[src/rtl/dfe_pkg.sv]
// Types, constants and helpers of the decimal factorial engine.
package dfe_pkg;

  localparam int GROUP_DIGITS = 16;
  localparam int LOAD_DIGITS  = 3;
  localparam int MULT_W       = 7;
  localparam int GCNT_W       = 5;

  typedef logic [3:0] digit_t;

  typedef enum logic [1:0] {
    ST_IDLE,
    ST_MUL,
    ST_SCAN,
    ST_GATHER
  } state_t;

  // per-cycle command broadcast to every digit cell
  typedef struct packed {
    logic load;
    logic shift_dn;
    logic shift_up;
  } cell_ctl_t;

  // n in three BCD digits, least significant in the low nibble; 0 loads as 1
  function automatic logic [11:0] to_bcd3(input logic [MULT_W-1:0] n);
    logic [MULT_W-1:0] v;
    logic [14:0]       prod;
    logic [3:0]        q1;
    logic [3:0]        d0;
    logic [3:0]        d1;
    logic [3:0]        d2;
    v    = (n == '0) ? MULT_W'(1) : n;
    prod = 15'(v) * 15'd205;           // x*205 >> 11 == x/10 for x below 1029
    q1   = prod[14:11];
    d0   = 4'(v - MULT_W'(q1) * MULT_W'(10));
    if (q1 >= 4'd10) begin
      d2 = 4'd1;
      d1 = q1 - 4'd10;
    end else begin
      d2 = 4'd0;
      d1 = q1;
    end
    return {d2, d1, d0};
  endfunction

endpackage

[src/rtl/dfe_cell.sv]
// One decimal digit of the store: load, shift towards the multiplier or rotate up.
module dfe_cell
  import dfe_pkg::*;
(
  input  logic      clk,
  input  cell_ctl_t ctl,
  input  digit_t    load_digit,
  input  digit_t    from_hi,
  input  digit_t    from_lo,
  output digit_t    digit
);

  digit_t digit_r;

  always_ff @(posedge clk) begin
    if (ctl.load) begin
      digit_r <= load_digit;
    end else if (ctl.shift_dn) begin
      digit_r <= from_hi;
    end else if (ctl.shift_up) begin
      digit_r <= from_lo;
    end
  end

  assign digit = digit_r;

endmodule

[src/rtl/dfe_mac.sv]
// Digit multiply-accumulate: digit*m + carry split into a decimal digit and carry.
module dfe_mac
  import dfe_pkg::*;
(
  input  digit_t             digit_in,
  input  logic [MULT_W-1:0]  mult,
  input  logic [MULT_W-1:0]  carry_in,
  output digit_t             digit_out,
  output logic [MULT_W-1:0]  carry_out
);

  logic [10:0] prod;
  logic [23:0] recip;
  logic [7:0]  quot;

  assign prod  = 11'(digit_in) * 11'(mult) + 11'(carry_in);
  // x*6554 >> 16 == x/10 for the whole range of prod
  assign recip = 24'(prod) * 24'd6554;
  assign quot  = recip[23:16];

  assign carry_out = quot[MULT_W-1:0];
  assign digit_out = 4'(prod - 11'(quot) * 11'd10);

endmodule

[src/rtl/decimal_factorial_engine_unit.sv]
// Decimal factorial engine: n in, n! out as BCD digit groups, MSD first.
//
// Input channel in_valid/in_ready/in_n takes one n (0..127) per transfer;
// in_ready is high only while the engine is idle.  Results leave on
// out_valid/out_ready as groups of up to 16 BCD digits, most significant group
// first, leading zeros suppressed; out_last flags the final group.  Only the
// final group may be short; its digits sit in the low out_digit_count nibbles.
// The digits live in a ring of NUM_DIGITS cells that, unless readout holds,
// shifts one place a cycle past a single digit multiply-accumulate unit.  An
// item is loaded on its transfer, multiplied by n-1 down to 1 a pass at a time,
// scanned past its leading zeros, then read out digit by digit into groups.
// A new n is taken as soon as the final group sits in the output register.
// On a receiver stall, a full group waits, ring frozen, until the output
// register frees.  Synchronous active-low reset returns to idle with no
// result pending; the digit store is reloaded for every item, so it needs no
// clearing after reset.  Digits beyond the store and the top carry are lost.
module decimal_factorial_engine_unit
  import dfe_pkg::*;
#(
  parameter int NUM_DIGITS = 200
) (
  input  logic              clk,
  input  logic              rst_n,
  input  logic              in_valid,
  output logic              in_ready,
  input  logic [MULT_W-1:0] in_n,
  output logic              out_valid,
  input  logic              out_ready,
  output logic [63:0]       out_digit_group,
  output logic [4:0]        out_digit_count,
  output logic              out_last
);

  localparam int PW = $clog2(NUM_DIGITS + 1);

  state_t            state_r;
  state_t            state_nxt;
  cell_ctl_t         ctl;
  logic [MULT_W-1:0] mult_r;
  logic [MULT_W-1:0] carry_r;
  logic [PW-1:0]     cnt_r;
  logic [PW-1:0]     rem_r;
  logic [63:0]       acc_r;
  logic [GCNT_W-1:0] gcnt_r;
  logic              out_valid_r;
  logic [63:0]       out_group_r;
  logic [4:0]        out_count_r;
  logic              out_last_r;

  digit_t            digit [NUM_DIGITS];
  digit_t            mac_digit;
  logic [MULT_W-1:0] mac_carry;
  logic [11:0]       load_bcd;
  digit_t            top_digit;
  logic              pass_end;
  logic              top_found;
  logic              group_done;
  logic              out_free;

  assign load_bcd   = to_bcd3(in_n);
  assign top_digit  = digit[NUM_DIGITS-1];
  assign pass_end   = (cnt_r == PW'(NUM_DIGITS - 1));
  assign top_found  = (top_digit != 4'd0) || pass_end;
  assign group_done = (gcnt_r == GCNT_W'(GROUP_DIGITS)) || (rem_r == '0);
  assign out_free   = !out_valid_r || out_ready;

  dfe_mac u_mac (
    .digit_in  (digit[0]),
    .mult      (mult_r),
    .carry_in  (carry_r),
    .digit_out (mac_digit),
    .carry_out (mac_carry)
  );

  for (genvar k = 0; k < NUM_DIGITS; k++) begin : g_cell
    digit_t ld;
    digit_t hi;
    digit_t lo;

    if (k < LOAD_DIGITS) begin : g_ld
      assign ld = load_bcd[4*k +: 4];
    end else begin : g_zero
      assign ld = 4'd0;
    end

    if (k == NUM_DIGITS - 1) begin : g_top
      assign hi = mac_digit;
    end else begin : g_mid
      assign hi = digit[k+1];
    end

    if (k == 0) begin : g_bot
      assign lo = digit[NUM_DIGITS-1];
    end else begin : g_up
      assign lo = digit[k-1];
    end

    dfe_cell u_cell (
      .clk        (clk),
      .ctl        (ctl),
      .load_digit (ld),
      .from_hi    (hi),
      .from_lo    (lo),
      .digit      (digit[k])
    );
  end

  always_comb begin
    state_nxt = state_r;
    case (state_r)
      ST_IDLE: begin
        if (in_valid) state_nxt = ST_MUL;
      end
      ST_MUL: begin
        if (mult_r == '0) state_nxt = ST_SCAN;
      end
      ST_SCAN: begin
        if (top_found) state_nxt = ST_GATHER;
      end
      ST_GATHER: begin
        if (group_done && out_free && (rem_r == '0)) state_nxt = ST_IDLE;
      end
      default: state_nxt = ST_IDLE;
    endcase
  end

  always_comb begin
    ctl      = '0;
    in_ready = 1'b0;
    case (state_r)
      ST_IDLE: begin
        in_ready = 1'b1;
        ctl.load = in_valid;
      end
      ST_MUL: begin
        ctl.shift_dn = (mult_r != '0);
      end
      ST_SCAN: begin
        ctl.shift_up = !top_found;
      end
      ST_GATHER: begin
        ctl.shift_up = !group_done;
      end
      default: ;
    endcase
  end

  always_ff @(posedge clk) begin
    if (!rst_n) begin
      state_r <= ST_IDLE;
      mult_r  <= '0;
      carry_r <= '0;
      cnt_r   <= '0;
      rem_r   <= '0;
      acc_r   <= '0;
      gcnt_r  <= '0;
    end else begin
      state_r <= state_nxt;
      case (state_r)
        ST_IDLE: begin
          if (in_valid) begin
            mult_r  <= (in_n == '0) ? '0 : in_n - MULT_W'(1);
            carry_r <= '0;
            cnt_r   <= '0;
            acc_r   <= '0;
            gcnt_r  <= '0;
          end
        end
        ST_MUL: begin
          if (mult_r != '0) begin
            if (pass_end) begin
              cnt_r   <= '0;
              carry_r <= '0;
              mult_r  <= mult_r - MULT_W'(1);
            end else begin
              cnt_r   <= cnt_r + PW'(1);
              carry_r <= mac_carry;
            end
          end else begin
            cnt_r <= '0;
          end
        end
        ST_SCAN: begin
          // cnt_r counts skipped leading zeros; an all-zero store still emits one digit
          if (top_found) begin
            rem_r <= PW'(NUM_DIGITS) - cnt_r;
          end else begin
            cnt_r <= cnt_r + PW'(1);
          end
        end
        ST_GATHER: begin
          if (!group_done) begin
            acc_r  <= {acc_r[59:0], top_digit};
            gcnt_r <= gcnt_r + GCNT_W'(1);
            rem_r  <= rem_r - PW'(1);
          end else if (out_free) begin
            acc_r  <= '0;
            gcnt_r <= '0;
          end
        end
        default: ;
      endcase
    end
  end

  always_ff @(posedge clk) begin
    if (!rst_n) begin
      out_valid_r <= 1'b0;
    end else if ((state_r == ST_GATHER) && group_done && out_free) begin
      out_valid_r <= 1'b1;
    end else if (out_ready) begin
      out_valid_r <= 1'b0;
    end
  end

  always_ff @(posedge clk) begin
    if ((state_r == ST_GATHER) && group_done && out_free) begin
      out_group_r <= acc_r;
      out_count_r <= gcnt_r;
      out_last_r  <= (rem_r == '0);
    end
  end

  assign out_valid       = out_valid_r;
  assign out_digit_group = out_group_r;
  assign out_digit_count = out_count_r;
  assign out_last        = out_last_r;

endmodule

[config.mk]
export PLATFORM = sky130hd
export DESIGN_NAME = decimal_factorial_engine_unit
export DESIGN_NICKNAME = d
export VERILOG_FILES = /design/src/rtl/dfe_pkg.sv /design/src/rtl/dfe_cell.sv /design/src/rtl/dfe_mac.sv /design/src/rtl/decimal_factorial_engine_unit.sv
export SDC_FILE = /design/constraint.sdc
export NUM_CORES = 2
export LEC_CHECK = 0
export ABC_AREA = 1
export BUFFER_PORTS_ARGS = -buffer_cell sky130_fd_sc_hd__buf_2
export CORE_MARGIN = 3
export CORE_UTILIZATION = 57
export CTS_CLUSTER_SIZE = 40
export DETAILED_ROUTE_END_ITERATION = 10
export GPL_ROUTABILITY_DRIVEN = 0
export GPL_TIMING_DRIVEN = 0
export MAX_ROUTING_LAYER = met4
export PLACE_DENSITY = 0.76
export SLEW_MARGIN = 40
export SYNTH_ARGS = -nofsm -noshare
export SYNTH_HDL_FRONTEND = slang
export SYNTH_SLANG_ARGS = --single-unit
[constraint.sdc]
create_clock -name clk -period 7.4 [get_ports clk]
set_clock_uncertainty 0.15 [all_clocks]
set_input_delay 0 -clock clk [delete_from_list [all_inputs] [get_ports clk]]
set_output_delay 0 -clock clk [all_outputs]
set_load 0.02 [all_outputs]
# After elaboration in Yosys (flattened, before gate mapping)
# Index checks and enable logic that the tools add are counted.
# word_totals
inputBits	11
elab_cells	712
reg_bits	972
output_inout_bits	72
# classes
muxes	442
reduce_logical	29
addsub	10
multipliers	5
magnitude_cmp	1
n_eq_ne	14
# op_table
operator	count
$mux 4	404
$mux 64	3
$pmux 64 s2	1
$mux 7	8
$mux 8	6
$pmux 7 s2	2
$pmux 8 s3	1
$mul 11x12->23 const B	1
$ne 2x2->1 const B	8
$pmux 8 s2	1
$mul 7x8->15 const B	1
$mux 5	3
$logic_not 7->1	2
$sub 7x1->7 const B	2
$reduce_and 3->1	4
$add 11x7->11	1
$mul 4x7->11	1
$pmux 5 s2	1
$reduce_bool 2->1	5
$add 8x1->8 const B	1
$eq 8x8->1 const B	1
$logic_not 8->1	1
$mul 8x3->3 const B	1
$mux 2	4
other kinds (22)	38

# Depth between registers and ports, before layout
# depth
depth_word	7
depth_mapped	44
mapped_depth_nobuf	43

# Cells and area by module
# A second synthesis with hierarchy kept.
# hier_totals
cells_unflattened	8541
area_unflattened_um2	60396.7
# modules_own_cells
module	area_each_um2	seq_area_each_um2	cells_each	n_inst
dfe_cell	245.2	120.1	36	200
decimal_factorial_engine_unit	7915.1	4144.0	880	1
dfe_mac	3434.5	0.0	461	1

# Worst setup path after synthesis
# OpenSTA, ideal clock, no wires.
# synth_path
path_kind	register to register
from	reg g_cell[0].u_cell.digit_r[3]
to	reg g_cell[199].u_cell.digit_r[3]
path_stages_with_launch	43
setup_slack_ps	-569
setup_ps	70
path_buffers	1
required_ps	7180
arrival_ps	7749
period_less_slack_ps	7969
cell_sequence	edfxtp_1 clkbuf_1 nand2_1 inv_1 fa_1 fa_1 inv_1 fa_1 inv_1 ha_1 nand2_1 inv_1 nand2_1 nand2_1 a21oi_1 nor2_1 nor2_1 xnor2_1 (+7 left out) ha_1 nand2_1 nor2_1 and3_1 nand2_1 nand2_1 nand2_1 nand2_1 inv_1 ha_1 fa_1 xor2_1 inv_1 nand3_1 nand2_1 nand2_1 nand3_1 a21oi_1
# synth_between
elab_chain_cells	6
# synth_lines
item	line	source
from (decl)	dfe_cell.sv:13	digit_t digit_r;
from (signal assigned)	dfe_cell.sv:17	digit_r <= load_digit;
from (signal assigned)	dfe_cell.sv:19	digit_r <= from_hi;
from (signal assigned)	dfe_cell.sv:21	digit_r <= from_lo;
$mul 4x7->11 (*)	dfe_mac.sv:16	assign prod = 11'(digit_in) * 11'(mult) + 11'(carry_in);
$add 11x7->11 (*)	dfe_mac.sv:16	
$mul 11x12->23	dfe_mac.sv:18	assign recip = 24'(prod) * 24'd6554;
$mul 8x3->3	dfe_mac.sv:22	assign digit_out = 4'(prod - 11'(quot) * 11'd10);
$sub 4x4->4 (*)	dfe_mac.sv:22	
$mux 4 (*)	dfe_cell.sv:18	end else if (ctl.shift_dn) begin
to (signal assigned)	dfe_cell.sv:17	
to (signal assigned)	dfe_cell.sv:19	
to (signal assigned)	dfe_cell.sv:21	
to (decl)	dfe_cell.sv:13	
# Every way passes the cells marked *; elsewhere a longest branch is shown, timed or not.
# A chain may end at the register's enable or synchronous reset.

# Final worst setup path
# layout_path
from	reg g_cell[0].u_cell.digit_r[1]
to	reg g_cell[199].u_cell.digit_r[3]
# Same word-level chain as after synthesis.

==> results.sh <==
export IMPL_library_cell_with_the_largest_summed_area_after_synthesis="sky130_fd_sc_hd__dfxtp_1"
export IMPL_hp_class="in2reg"
export IMPL_yosysSeqAreaShare_pct=44.6
export IMPL_fin_tns_setup_ps=-1780
export IMPL_maximum_buffer_depth_of_the_clock_tree=3
export IMPL_critical_path_peak_fanout=5
export IMPL_finish_net_count=6359
export IMPL_overflow_left_after_global_routing=0
export IMPL_synthCells=5930
export IMPL_cts_sink_count=972
export IMPL_maximum_level_of_the_cts_h_tree=3
export IMPL_fp_row_count=102
export IMPL_boundaryPins=83
export IMPL_final_hold_violation_count=0
export IMPL_share_of_the_clock_period_used_by_the_worst_path_pct=110
export IMPL_worst_endpoint_arrival_ps=8530
export IMPL_final_setup_violations=4
export IMPL_clkLatencyLatePin_ps=670
export IMPL_slew_headroom_pct=39.2
export IMPL_routedWlPerCell_um=17.2
export IMPL_outcome="finished with violations"
export IMPL_detailedRoute_firstPassIterationCount=6
export IMPL_synth_edf_count=82
export IMPL_clk_transition_reported_paths_ps=60
export IMPL_drt_wl_total_um=125000
export IMPL_route_antenna_remaining_nets=0
export IMPL_synthesis_area_per_instance_um2=7.67
export IMPL_post_route_cells_drive_above_1_share_pct=9.06
export IMPL_cts_tree="built"
export IMPL_post_synth_instance_area_um2=45500
export IMPL_start_kind="flip-flop"
export IMPL_portBuffers=81
export IMPL_critPathCaptureType="flip-flop"
export IMPL_vias_per_instance=5.86
export IMPL_crit_path_frequent_cell="sky130_fd_sc_hd__fa_1"
export IMPL_cts_made_buffers=100
export IMPL_post_synth_main_area_contributors="sky130_fd_sc_hd__dfxtp_1, sky130_fd_sc_hd__nand2_1, sky130_fd_sc_hd__o21ai_0"
export IMPL_routed_via_count=42700
export IMPL_ys_ff_latch=972
export IMPL_slew_viol_final=0
export IMPL_rsz0062_at_grt="true"
export IMPL_global_route_wire_length_before_repair_um=203000
export IMPL_failed_checks="setup timing"
export IMPL_floorplan_die_area_um2=83200
export IMPL_groute_usage_overall_pct=30.1
export IMPL_synth_top_area_share_pct=39.2
export IMPL_drv_max_cap_violation_count=0
export IMPL_grt_pass1_vias=40200
export IMPL_dr_first_iter_drc_count=4326
export IMPL_fin_crit_ps=8100
export IMPL_layout_area_overhead_vs_synth_pct=13.5
export IMPL_cp_slowest_stage_delay_ps=560
export IMPL_post_detailed_placement_half_perimeter_wirelength_um=81400
export IMPL_antenna_found_initial=2
export IMPL_drt_drc_violations_left=0
export IMPL_transition_time_at_the_pin_with_the_least_slew_margin_ps=912
export IMPL_die_height_um=288
export IMPL_grt_start_max_net_pins=25
export IMPL_layout_setup_ws_ps=-703
export IMPL_floorplan_initialDensity_pct=58.1
export IMPL_die_x_um=288
export IMPL_synthDistinctLibCells=41
export IMPL_cpMaxStageDelayCell="sky130_fd_sc_hd__fa_1"
export IMPL_nFillCells=6535
export IMPL_root_buffer="sky130_fd_sc_hd__clkbuf_16"
export IMPL_post_route_util_pct=65.9
export IMPL_worstPathRequired_ps=7830
export IMPL_synth_async_reset_ratio_pct=0
export IMPL_maxClockFrequency_mhz=123
export IMPL_synthFlopType="sky130_fd_sc_hd__dfxtp_1"
export IMPL_yosys_warnings=0
export IMPL_worstSetupPathType="reg2reg"
export IMPL_syn_nets=6124
export IMPL_design_core_area_um2=78200
sequential cells by signal, summed over array words and instances, names as in the netlist, 2 cells and up:
signal and flops:
state_r 2, out_digit_group 64, carry_r 7, out_digit_count 5, g_cell.u_cell.digit 800, cnt_r 8
rem_r 8, gcnt_r 5, mult_r 7, acc_r 64
metrics by stage:
step	hold WS, ps	worst slack, ps	std cells	area, µm²
after detailed placement	245	-1000	7055	47400
after floorplan	65.9	-182	5930	45600
final	117	-703	7288	51600
after global routing	163	-978	7288	51600
after CTS	83.3	-502	7280	51300
after global placement	207	-886	7051	47300
cells by family (layout without fill, tap and decap cells):
| group | Yosys count | count (layout) | share of synthesized area, % |
|---|---|---|---|
| and+or+nand+nor | 1829 | 1829 | 16.0 |
| adders and majority gates | 183 | 183 | 5.98 |
| other | 0 | 1 | 0 |
| xor gates and xnor gates | 21 | 21 | 0.405 |
| DFF | 972 | 972 | 44.6 |
| buffers and inverters | 1188 | 1505 | 10.5 |
| AOI/OAI and AO/OA | 1737 | 1737 | 22.6 |
final timing paths:
path	from	endpoint	slack (ps)	depth (start not counted)
worst max-delay path	g_cell[0].u_cell.digit[1]	g_cell[199].u_cell.digit[3]	-700	42
worst min-delay path	out_ready	out_valid	120	5
worst max register to register	g_cell[0].u_cell.digit[1]	g_cell[199].u_cell.digit[3]	-700	42
worst min register to register	acc_r[61]	out_digit_group[61]	270	0
area by class of cell:
type,count,area [µm²],share of cell area [%]
tap,1040,1300,2.52
timing repair buffer,133,895,1.73
sequential,972,20300,39.3
inverter,734,2760,5.35
antenna,1,2.50,0.00485
clock inverter,31,348,0.674
clock buffer,153,3040,5.90
buffer,454,2030,3.94
multi-input combinational,3770,20900,40.5
placed cells by master, fill, tap and decap left out, types with 12 or more instances in the layout:
cell type / n
sky130_fd_sc_hd__inv_2: 17
sky130_fd_sc_hd__a21oi_1: 237
sky130_fd_sc_hd__buf_2: 251
sky130_fd_sc_hd__ha_4: 13
sky130_fd_sc_hd__clkbuf_16: 102
sky130_fd_sc_hd__buf_4: 31
sky130_fd_sc_hd__edfxtp_1: 82
sky130_fd_sc_hd__nor3_1: 73
sky130_fd_sc_hd__dfxtp_1: 889
sky130_fd_sc_hd__clkbuf_1: 261
sky130_fd_sc_hd__o21ai_1: 302
sky130_fd_sc_hd__nor2_1: 197
sky130_fd_sc_hd__o2111ai_1: 345
sky130_fd_sc_hd__ha_1: 113
sky130_fd_sc_hd__o21ai_0: 658
sky130_fd_sc_hd__buf_6: 12
sky130_fd_sc_hd__o22ai_1: 145
sky130_fd_sc_hd__inv_1: 716
sky130_fd_sc_hd__a31oi_1: 14
sky130_fd_sc_hd__nand2_2: 26
sky130_fd_sc_hd__fa_1: 53
sky130_fd_sc_hd__buf_1: 28
sky130_fd_sc_hd__nand3_1: 164
sky130_fd_sc_hd__nand2_1: 1328
sky130_fd_sc_hd__dlygate4sd3_1: 16
sky130_fd_sc_hd__clkbuf_8: 31
worst max-delay path: cells and delay by family (launching register included):
kind	cells	cell delay, ps
AOI/OAI and AO/OA	2	290
buffers and inverters	10	740
and+or+nand+nor	16	1410
adders and majority gates	12	4730
DFF	1	390
xor gates and xnor gates	2	320
synthesized netlist by cell type, drive strengths merged (2+ instances only):
library cell,number
inv,734
o22ai,145
o211ai,4
o2111ai,347
o31ai,2
fa,57
o21ai,960
nand2,1359
nand3b,4
nor3b,2
edfxtp,82
a21oi,246
a211oi,10
nand3,170
o21bai,5
clkbuf,245
ha,126
dfxtp,890
xnor2,7
xor2,14
buf,209
or2,3
nor3,74
a31oi,15
nor2,206
nand4,9
layer usage:
metal	vias to the layer above	share of wire [%]	track usage (%)
li1	20400	-	-
met1	20100	43	39.6
met2	1848	46	47.9
met3	295	7.7	4.18
met4	0	3.0	10.3
met5	-	0	-
repair_timing:
action,CTS,global route
pin swaps,23,25
hold endpoints to repair,52,0
gates resized for setup,39,63
hold buffers,16,0
endpoints found under the setup margin,6,10
buffers inserted,25,7
Power is not shown: default switching activity piles up to over one toggle a cycle in this logic, so the estimate is an artifact.
